==> src/sv/dbi9_pkg.sv <==
// shared types and constants for the nine-bit word packer
`default_nettype none
package dbi9_pkg;

	localparam int DBI9_QUEUE_DEPTH = 2;
	localparam int DBI9_CNT_W = 4;

	localparam logic [2:0] DBI9_GROUP_LAST_POS = 3'd7;
	localparam logic [7:0] DBI9_NOP_BYTE = 8'h00;
	localparam logic [DBI9_CNT_W-1:0] DBI9_CMD_POS = 4'd8;
	localparam logic [DBI9_CNT_W-1:0] DBI9_CMD_LAST_IDX = 4'd8;
	localparam logic [DBI9_CNT_W-1:0] DBI9_PAD_END = 4'd9;
	localparam logic [DBI9_CNT_W-1:0] DBI9_BITS_PER_BYTE = 4'd8;

	typedef struct packed {
		logic [DBI9_CNT_W-1:0] pos0;
		logic [7:0]            b0;
		logic [7:0]            b1;
		logic [DBI9_CNT_W-1:0] last_idx;
		logic                  err;
	} dbi9_desc_t;

endpackage
`default_nettype wire

==> src/sv/dbi_nine_bit_word_packer_unit.sv <==
// top level of the nine-bit word packer
//
// channel | handshake            | payload
// src     | src_valid, src_stall | data_byte, is_data, last
// dst     | dst_valid, dst_stall | out_byte, run_end, error
//
// one input item enters per cycle while the queue has room; the output side sends
// one byte per cycle while dst_stall is low, so an item becomes a burst of 1 to 9
// bytes: 1 for a plain data byte, 2 when it closes a group, up to 9 with padding
// or for a command. the byte-per-cycle output register sets the sustained rate.
// reset clears the packing state, empties the queue and clears the output valid flag.
// stalls on dst fill the queue of QUEUE_DEPTH bursts, then raise src_stall.
`default_nettype none
module dbi_nine_bit_word_packer_unit import dbi9_pkg::*; #(
	parameter int QUEUE_DEPTH = DBI9_QUEUE_DEPTH
) (
	input  wire logic       clk,
	input  wire logic       arst_n,
	input  wire logic       src_valid,
	output logic            src_stall,
	input  wire logic [7:0] data_byte,
	input  wire logic       is_data,
	input  wire logic       last,
	output logic            dst_valid,
	input  wire logic       dst_stall,
	output logic [7:0]      out_byte,
	output logic            run_end,
	output logic            error
);

	logic       q_full;
	logic       q_push;
	logic       q_pop;
	logic       q_head_valid;
	dbi9_desc_t q_push_desc;
	dbi9_desc_t q_head_desc;

	dbi9_front u_front (
		.clk       (clk),
		.arst_n    (arst_n),
		.src_valid (src_valid),
		.src_stall (src_stall),
		.data_byte (data_byte),
		.is_data   (is_data),
		.last      (last),
		.q_full    (q_full),
		.q_push    (q_push),
		.q_desc    (q_push_desc)
	);

	dbi9_queue #(
		.DEPTH (QUEUE_DEPTH)
	) u_queue (
		.clk        (clk),
		.arst_n     (arst_n),
		.push       (q_push),
		.push_desc  (q_push_desc),
		.full       (q_full),
		.pop        (q_pop),
		.head_valid (q_head_valid),
		.head_desc  (q_head_desc)
	);

	dbi9_back u_back (
		.clk        (clk),
		.arst_n     (arst_n),
		.head_valid (q_head_valid),
		.head_desc  (q_head_desc),
		.pop        (q_pop),
		.dst_valid  (dst_valid),
		.dst_stall  (dst_stall),
		.out_byte   (out_byte),
		.run_end    (run_end),
		.error      (error)
	);

endmodule
`default_nettype wire

==> src/sv/dbi9_front.sv <==
// front end: packs input words and turns each item into a byte burst descriptor
`default_nettype none
module dbi9_front import dbi9_pkg::*; (
	input  wire logic       clk,
	input  wire logic       arst_n,
	input  wire logic       src_valid,
	output logic            src_stall,
	input  wire logic [7:0] data_byte,
	input  wire logic       is_data,
	input  wire logic       last,
	input  wire logic       q_full,
	output logic            q_push,
	output dbi9_desc_t      q_desc
);

	logic [6:0] left_q;
	logic [2:0] pos_q;
	logic [6:0] left_d;
	logic [2:0] pos_d;

	logic [15:0] acc;
	logic [7:0]  shifted;
	logic [7:0]  mask;
	logic [7:0]  kept;
	logic [7:0]  pad;
	logic [DBI9_CNT_W-1:0] p1;

	assign src_stall = q_full;
	assign q_push    = src_valid && !q_full;

	assign acc     = {left_q, 1'b1, data_byte};
	assign p1      = {1'b0, pos_q} + 4'd1;
	assign shifted = 8'(acc >> p1);
	assign mask    = 8'((9'h001 << p1) - 9'h001);
	assign kept    = acc[7:0] & mask[7:0];
	assign pad     = kept << (DBI9_BITS_PER_BYTE - p1);

	always_comb begin
		q_desc = '0;
		left_d = left_q;
		pos_d  = pos_q;
		if (!is_data) begin
			q_desc.b1 = DBI9_NOP_BYTE;
			if (pos_q != 3'd0) begin
				q_desc.pos0     = '0;
				q_desc.b0       = DBI9_NOP_BYTE;
				q_desc.last_idx = '0;
				q_desc.err      = 1'b1;
			end else begin
				q_desc.pos0     = DBI9_CMD_POS;
				q_desc.b0       = data_byte;
				q_desc.last_idx = DBI9_CMD_LAST_IDX;
			end
		end else begin
			q_desc.pos0 = '0;
			q_desc.b0   = shifted[7:0];
			if (pos_q == DBI9_GROUP_LAST_POS) begin
				q_desc.b1       = kept;
				q_desc.last_idx = 4'd1;
				left_d          = '0;
				pos_d           = '0;
			end else if (last) begin
				q_desc.b1       = pad;
				q_desc.last_idx = DBI9_PAD_END - p1;
				left_d          = '0;
				pos_d           = '0;
			end else begin
				q_desc.b1       = DBI9_NOP_BYTE;
				q_desc.last_idx = '0;
				left_d          = kept[6:0];
				pos_d           = p1[2:0];
			end
		end
	end

	always_ff @(posedge clk or negedge arst_n) begin
		if (!arst_n) begin
			left_q <= '0;
			pos_q  <= '0;
		end else if (q_push) begin
			left_q <= left_d;
			pos_q  <= pos_d;
		end
	end

endmodule
`default_nettype wire

==> src/sv/dbi9_queue.sv <==
// short descriptor queue between front and back
`default_nettype none
module dbi9_queue import dbi9_pkg::*; #(
	parameter int DEPTH = DBI9_QUEUE_DEPTH
) (
	input  wire logic        clk,
	input  wire logic        arst_n,
	input  wire logic        push,
	input  wire dbi9_desc_t  push_desc,
	output logic             full,
	input  wire logic        pop,
	output logic             head_valid,
	output dbi9_desc_t       head_desc
);

	localparam int AW = (DEPTH > 1) ? $clog2(DEPTH) : 1;
	localparam int CW = $clog2(DEPTH + 1);

	dbi9_desc_t   entry_q [DEPTH];
	logic [AW-1:0] wr_ptr_q;
	logic [AW-1:0] rd_ptr_q;
	logic [CW-1:0] count_q;
	logic          do_push;
	logic          do_pop;

	assign full       = (count_q == CW'(DEPTH));
	assign head_valid = (count_q != '0);
	assign head_desc  = entry_q[rd_ptr_q];
	assign do_push    = push && !full;
	assign do_pop     = pop && head_valid;

	always_ff @(posedge clk) begin
		if (do_push) begin
			entry_q[wr_ptr_q] <= push_desc;
		end
	end

	always_ff @(posedge clk or negedge arst_n) begin
		if (!arst_n) begin
			wr_ptr_q <= '0;
			rd_ptr_q <= '0;
			count_q  <= '0;
		end else begin
			if (do_push) begin
				wr_ptr_q <= (wr_ptr_q == AW'(DEPTH - 1)) ? '0 : wr_ptr_q + 1'b1;
			end
			if (do_pop) begin
				rd_ptr_q <= (rd_ptr_q == AW'(DEPTH - 1)) ? '0 : rd_ptr_q + 1'b1;
			end
			if (do_push && !do_pop) begin
				count_q <= count_q + 1'b1;
			end else if (do_pop && !do_push) begin
				count_q <= count_q - 1'b1;
			end
		end
	end

endmodule
`default_nettype wire

==> src/sv/dbi9_back.sv <==
// back end: plays each descriptor out as bytes through an output register
`default_nettype none
module dbi9_back import dbi9_pkg::*; (
	input  wire logic        clk,
	input  wire logic        arst_n,
	input  wire logic        head_valid,
	input  wire dbi9_desc_t  head_desc,
	output logic             pop,
	output logic             dst_valid,
	input  wire logic        dst_stall,
	output logic [7:0]       out_byte,
	output logic             run_end,
	output logic             error
);

	logic [DBI9_CNT_W-1:0] idx_q;
	logic                  valid_q;
	logic [7:0]            byte_q;
	logic                  end_q;
	logic                  err_q;
	logic                  load;
	logic                  fire;
	logic                  done;
	logic [7:0]            sel_byte;

	assign load = !valid_q || !dst_stall;
	assign fire = head_valid && load;
	assign done = (idx_q == head_desc.last_idx);
	assign pop  = fire && done;

	always_comb begin
		if (idx_q == head_desc.pos0) begin
			sel_byte = head_desc.b0;
		end else if (idx_q == head_desc.pos0 + 4'd1) begin
			sel_byte = head_desc.b1;
		end else begin
			sel_byte = DBI9_NOP_BYTE;
		end
	end

	always_ff @(posedge clk or negedge arst_n) begin
		if (!arst_n) begin
			valid_q <= 1'b0;
			idx_q   <= '0;
		end else begin
			if (load) begin
				valid_q <= head_valid;
			end
			if (fire) begin
				idx_q <= done ? '0 : idx_q + 4'd1;
			end
		end
	end

	always_ff @(posedge clk) begin
		if (fire) begin
			byte_q <= sel_byte;
			end_q  <= done;
			err_q  <= head_desc.err;
		end
	end

	assign dst_valid = valid_q;
	assign out_byte  = byte_q;
	assign run_end   = end_q;
	assign error     = err_q;

endmodule
`default_nettype wire

==> config.mk <==
export PLATFORM = sky130hd
export DESIGN_NAME = dbi_nine_bit_word_packer_unit
export DESIGN_NICKNAME = d
export VERILOG_FILES = /design/src/sv/dbi9_pkg.sv /design/src/sv/dbi_nine_bit_word_packer_unit.sv /design/src/sv/dbi9_front.sv /design/src/sv/dbi9_queue.sv /design/src/sv/dbi9_back.sv
export SDC_FILE = /design/constraint.sdc
export NUM_CORES = 1
export LEC_CHECK = 0
export ABC_AREA = 1
export CAP_MARGIN = 20
export CELL_PAD_IN_SITES_DETAIL_PLACEMENT = 2
export CELL_PAD_IN_SITES_GLOBAL_PLACEMENT = 2
export CORE_UTILIZATION = 35
export CTS_CLUSTER_DIAMETER = 60
export CTS_CLUSTER_SIZE = 8
export DETAILED_ROUTE_END_ITERATION = 8
export DONT_BUFFER_PORTS = 1
export GPL_TIMING_DRIVEN = 0
export PLACE_DENSITY_LB_ADDON = 0.1
export SYNTH_ARGS = -nofsm -noshare
export SYNTH_HDL_FRONTEND = slang
export SYNTH_SLANG_ARGS = --single-unit
==> constraint.sdc <==
create_clock -name clk -period 2.72 [get_ports clk]
set_input_delay 0.272 -clock clk [delete_from_list [all_inputs] [get_ports clk]]
set_output_delay 0.272 -clock clk [all_outputs]
set_load 0.02 [all_outputs]
== Yosys cells after proc, flatten, opt, wreduce, memory -nomap -nowiden ==
Memories as Yosys holds them, arrays and structs flattened.
Index checks and enable logic that the tools add are counted.
Operators by class
  muxes and demuxes: 20
  bitwise gates (word level): 1
  $add $sub $neg: 10
  reduce and logical (&&, ||, !) cells: 17
  equal/unequal tests: 5
  shift-type cells: 3
Operators with widths (count)
  2-to-1 mux 12 bit: 3
  2-to-1 mux 24 bit: 1
  2-to-1 mux 8 bit: 2
  right shift 16 x 4 -> 8 bit: 1
  2-to-1 mux 7 bit: 2
  equality test 4 bit: 3
  adder 4 x 1 -> 4 bit, second input constant: 2
  AND 8 bit: 1
  2-to-1 mux 4 bit: 2
  << shifter 1 x 4 -> 8 bit, first input constant: 1
  << shifter 8 x 4 -> 8 bit: 1
  subtractor 4 bit, first input constant: 2
  subtractor 8 x 1 -> 8 bit, second input constant: 1
  logical AND 1 bit: 7
  2-to-1 mux 1 bit: 6
  2-to-1 mux 3 bit: 2
  zero test 1 bit: 5
  adder 3 x 1 -> 4 bit, second input constant: 1
  2-to-1 mux 2 bit: 2
  nonzero test 2 bit: 2
  equality test 3 bit, second input constant: 1
  nonzero test 3 bit: 1
  adder 1 bit, second input constant: 2
  adder 2 x 1 -> 2 bit, second input constant: 1
  other kinds (4): 4
Word-level totals
  register bits: 29
  RAM bits: 50
  output and inout bits: 12
  memories: 1
Memory list
  u_queue.entry_q: depth 2, bits a word 25, read ports 1, clocked after memory_dff 0, wr ports 1, line dbi9_queue.sv:19  | dbi9_desc_t entry_q [DEPTH];

== Depth between registers and ports, before layout ==
  depth after elaboration: 8
  depth in mapped cells: 17

== Cells and area by module ==
A second synthesis with hierarchy kept.
Unflattened totals
  cells, all modules: 550
  area total of the unflattened synthesis: 4565.6 µm²
Modules (own cells, without submodules)
  dbi9_queue: cells each 162, times used 1, seq. area each 1601.5 µm², area an instance 2077.0 µm²
  dbi9_front: cells each 279, times used 1, seq. area each 250.2 µm², area an instance 1571.5 µm²
  dbi9_back: cells each 109, times used 1, seq. area each 425.4 µm², area an instance 917.1 µm²

== Worst setup path before layout ==
OpenSTA, ideal clock, no wires.
  path kind: reg2reg
  start point: register u_front.pos_q[0]
  end point: memory u_queue.entry_q[0][10] (netlist bit) (data pin)
  cell stages (with the launch flop): 16
  data arrival time: 2.344 ns
  buffers on the path: 1
  setup time: 0.258 ns
  slack: 0.118 ns
  path through: dfrtp_1 > inv_1 > clkbuf_1 > ha_1 > inv_1 > nor2_1 > nand2_2 > ha_1 > nor2_1 > inv_1 > nand2_1 > o21ai_0 > nor2_1 > o21ai_0 > a21oi_1 > o21a_1
RTL lines
  from (decl): line dbi9_front.sv:17  | logic [2:0] pos_q;
  from (signal assigned): line dbi9_front.sv:82  | pos_q <= pos_d;
  to (decl): line dbi9_queue.sv:19

==> impl_metrics.ini <==
[status]
status = complete, no violations

[sta]
fin_crit_ps = 2629
slew_violations = 0
hold_violations = 0
finClkSkew_ps = 7.098
fmax_mhz = 380.3
slew_headroom = 0.3867
period_share = 0.9667
worst_pin_slew_ps = 917.0
finalSetupViolCount = 0
hold_ws_ps = 71.54

[detailed_routing]
via_count = 3571
wl_met1_mm = 5.816
wl_mm = 13.90
via_per_inst = 5.402
drcViolationCount = 0
drt_iter0_drc = 118
top_layer = met4
route.met2.wl_mm = 7.212
final_antenna_net_count = 0
wire_per_inst_um = 21.03
met3_length_um = 394
drt_pre_antenna_iters = 4

[global_routing]
first_global_vias = 3795
grt_start_max_net_pins = 20
grt_pass1_wl_mm = 21.36
antenna_found_initial = 0
grt_usage = 0.2467
grt-ovfl-total = 0

[pwr]
cellLeakagePower_uw = 0.002099
power.internal_uw = 3745
powerDensity_mw_per_mm2 = 1389
netSwitchingFraction = 0.4561
power.switching_uw = 3140
power_frac_comb = 0.516
seqPwrFrac = 0.302
clkPwrFrac = 0.181
ir_drop_mv = 0.6314

[synth]
async_flop_share = 0.2603
synth_top_family_by_area = simple AND/OR/NAND/NOR gates
synthTopCellsByArea = edfxtp_1 (39%), nand2_1 (13%), dfrtp_1 (12%), o21ai_0 (5.7%), inv_1 (4.5%)
synthXorXnorAreaFrac = 0.01918
synth_cells = 484
synth.mux.area_fraction = 0.002435
synth_nets = 511
synth.cell_area_mm2 = 0.004110
synth_compound_area_frac = 0.1516
synth_largest_area_cell = edfxtp_1
synth_edf_count = 54
synth_top_area_share = 0.3945
syn_avg_cell_area_um2 = 8.492
synthAdderAreaFrac = 0.03957
ys_seq_area_frac = 0.5102
ys_ff_latch = 73
yosysWarnings = 0
ys_types = 36
synth_ff_type = edfxtp_1
synthSimpleGateAreaFrac = 0.2091

[place]
port_buffers = 0
dp_cells = 629
gp_congestion = 0.8347
dp_hpwl_mm = 10.38

[final_layout]
final_common_cell = nand2_1
post_route_cells_drive_above_1_share = 0.1699
area_growth_pct = 20.58
fill_cells = 1264
fin_nets = 540
final_cell_mix = nand2_1 (135), edfxtp_1 (54), inv_1 (46)
instances_no_fill = 661
diodes = 0

[floorplan]
rows = 39
start_util = 0.3600
fp.dieH_um = 110.4
core-area_mm2 = 0.01142
fp.dieW_um = 110.4
num_io_pins = 26
die_area_mm2 = 0.01218

[clock_tree]
clock-sinks = 73
h-tree-depth = 3
clkTransAtPathRegs_ps = 60
clock_latency_ps = 340
root_buffer = clkbuf_16
tritoncts = yes
numCtsBuffers = 9
cts.path.max_buffers = 2

[worst_setup_path]
crit_slowest_cell = dfrtp_2
arrival_ps = 2790
endpoint_kind = flop
crit_family = adder cells
slowest_delay_ps = 450
critPathKind = reg -> reg
r2r-start = u_front.pos_q[0]$_DFFE_PN0P_
critPathRequiredTime_ps = 2880
critPathLaunch = u_front.pos_q[0]$_DFFE_PN0P_
crit_fanout = 4
path_buf_inv = 3
crit_chain = buf_4 > buf_4 > ha_1 > ha_4 > nand2_2 > ha_4 > nor2_2 > inv_2 > o211ai_1 > nand2_1 > a21oi_2 > nand2_1 > a21oi_4
start_kind = flop

[job]
maxCapViolations = 0

[min_path]
hp-class = in -> reg
min_from = dst_stall
==> sequential cells by signal, summed over array words and instances, names as in the netlist <==
signal,flops
u_queue.count_q,2
u_queue.rd_ptr_q,1
u_front.left_q,7
u_back.out_byte,8
u_back.run_end,1
u_queue.wr_ptr_q,1
u_front.pos_q,3
u_back.idx_q,4
u_queue.entry_q,44
u_back.error,1
u_back.dst_valid,1
==> routing by layer <==
metal  vias up  track usage
li1       1696            -
met1      1787       0.2880
met2        59       0.4343
met3        29      0.05467
met4         0       0.1034
met5         -            0
==> kinds of logic after synthesis <==
logic type               after synthesis
AND/OR/NAND/NOR                      208
AO/OA/AOI/OAI                        109
flip-flops                            73
buffers and inverters                 71
adder cells (fa/ha/maj)               13
XOR/XNOR                               9
multiplexers                           1
==> path summary, 6_finish.rpt <==
kind / to / slack, ps / cells after the start
setup / recovery: u_queue.entry_q[1][11]$_DFFE_PP_ / 90 / 13
hold / removal: u_back.dst_valid$_DFFE_PN0N_ / 70 / 2
setup reg to reg: u_queue.entry_q[1][11]$_DFFE_PP_ / 90 / 13
hold reg to reg: u_front.left_q[6]$_DFFE_PN0P_ / 530 / 2
max in group asynchronous: u_front.pos_q[1]$_DFFE_PN0P_ / 1580 / 1
min in group asynchronous: u_front.left_q[4]$_DFFE_PN0P_ / 520 / 1
==> cell type report <==
cell class              count  area, um2  share of cell area
repair buffers             18      152.6             0.03080
clock inverters             5      80.08             0.01616
clock buffers              11      232.7             0.04696
inverters                  54      212.7             0.04292
well taps                 143      178.9             0.03610
flip-flops and latches     73       2100              0.4236
multi-input cells         340       1901              0.3835
plain buffers              17      98.84             0.01994
==> power by group through the flow <==
stage / Sequential (uW) / Combinational [uW] / Clock (uW)
2_1_floorplan: 2030 / 2020 / 0
3_3_place_gp: 2090 / 2780 / 0
3_5_place_dp: 2110 / 2960 / 0
4_1_cts: 2080 / 3310 / 1290
5_1_grt: 2140 / 3940 / 1320
6_report: 2080 / 3550 / 1250
==> per-stage QoR <==
stage	power [uW]	cell area [um2]	setup TNS, ps	util	setup WS, ps
finish	6885	4956	0	0.4340	90.70
global route	7399	4956	-70.12	0.4340	-18.97
CTS	6673	4822	0	0.4223	10.71
detailed placement	5069	4324	-14440	0.3787	-983.5
global placement	4876	4289	-11400	0.3756	-812.7
floorplan	4047	4110	0	-	118.2
==> what timing repair did <==
action | in CTS | in global routing
gates resized for setup | 28 | 23
pin swaps | 5 | 7
setup endpoints to repair | 34 | 17
endpoints found under the hold margin | 19 | 0
setup buffers | 10 | 5
hold buffers | 1 | 0
==> cells in the mapped netlist, types with 2 or more instances <==
cell type,number
nand2_1,139
edfxtp_1,54
inv_1,49
o21ai_0,47
a21oi_1,30
nor2_1,29
nand3_1,27
dfrtp_1,19
ha_1,13
clkbuf_1,11
a31o_2,8
xor2_1,8
o22ai_1,6
o211ai_1,5
buf_2,4
clkinv_1,4
a211oi_1,3
nand2_2,3
nor2_2,3
a31oi_1,2
nand3_2,2
nand4_1,2
o21ai_1,2
o31ai_1,2
Power figures use the tool's default switching activity.
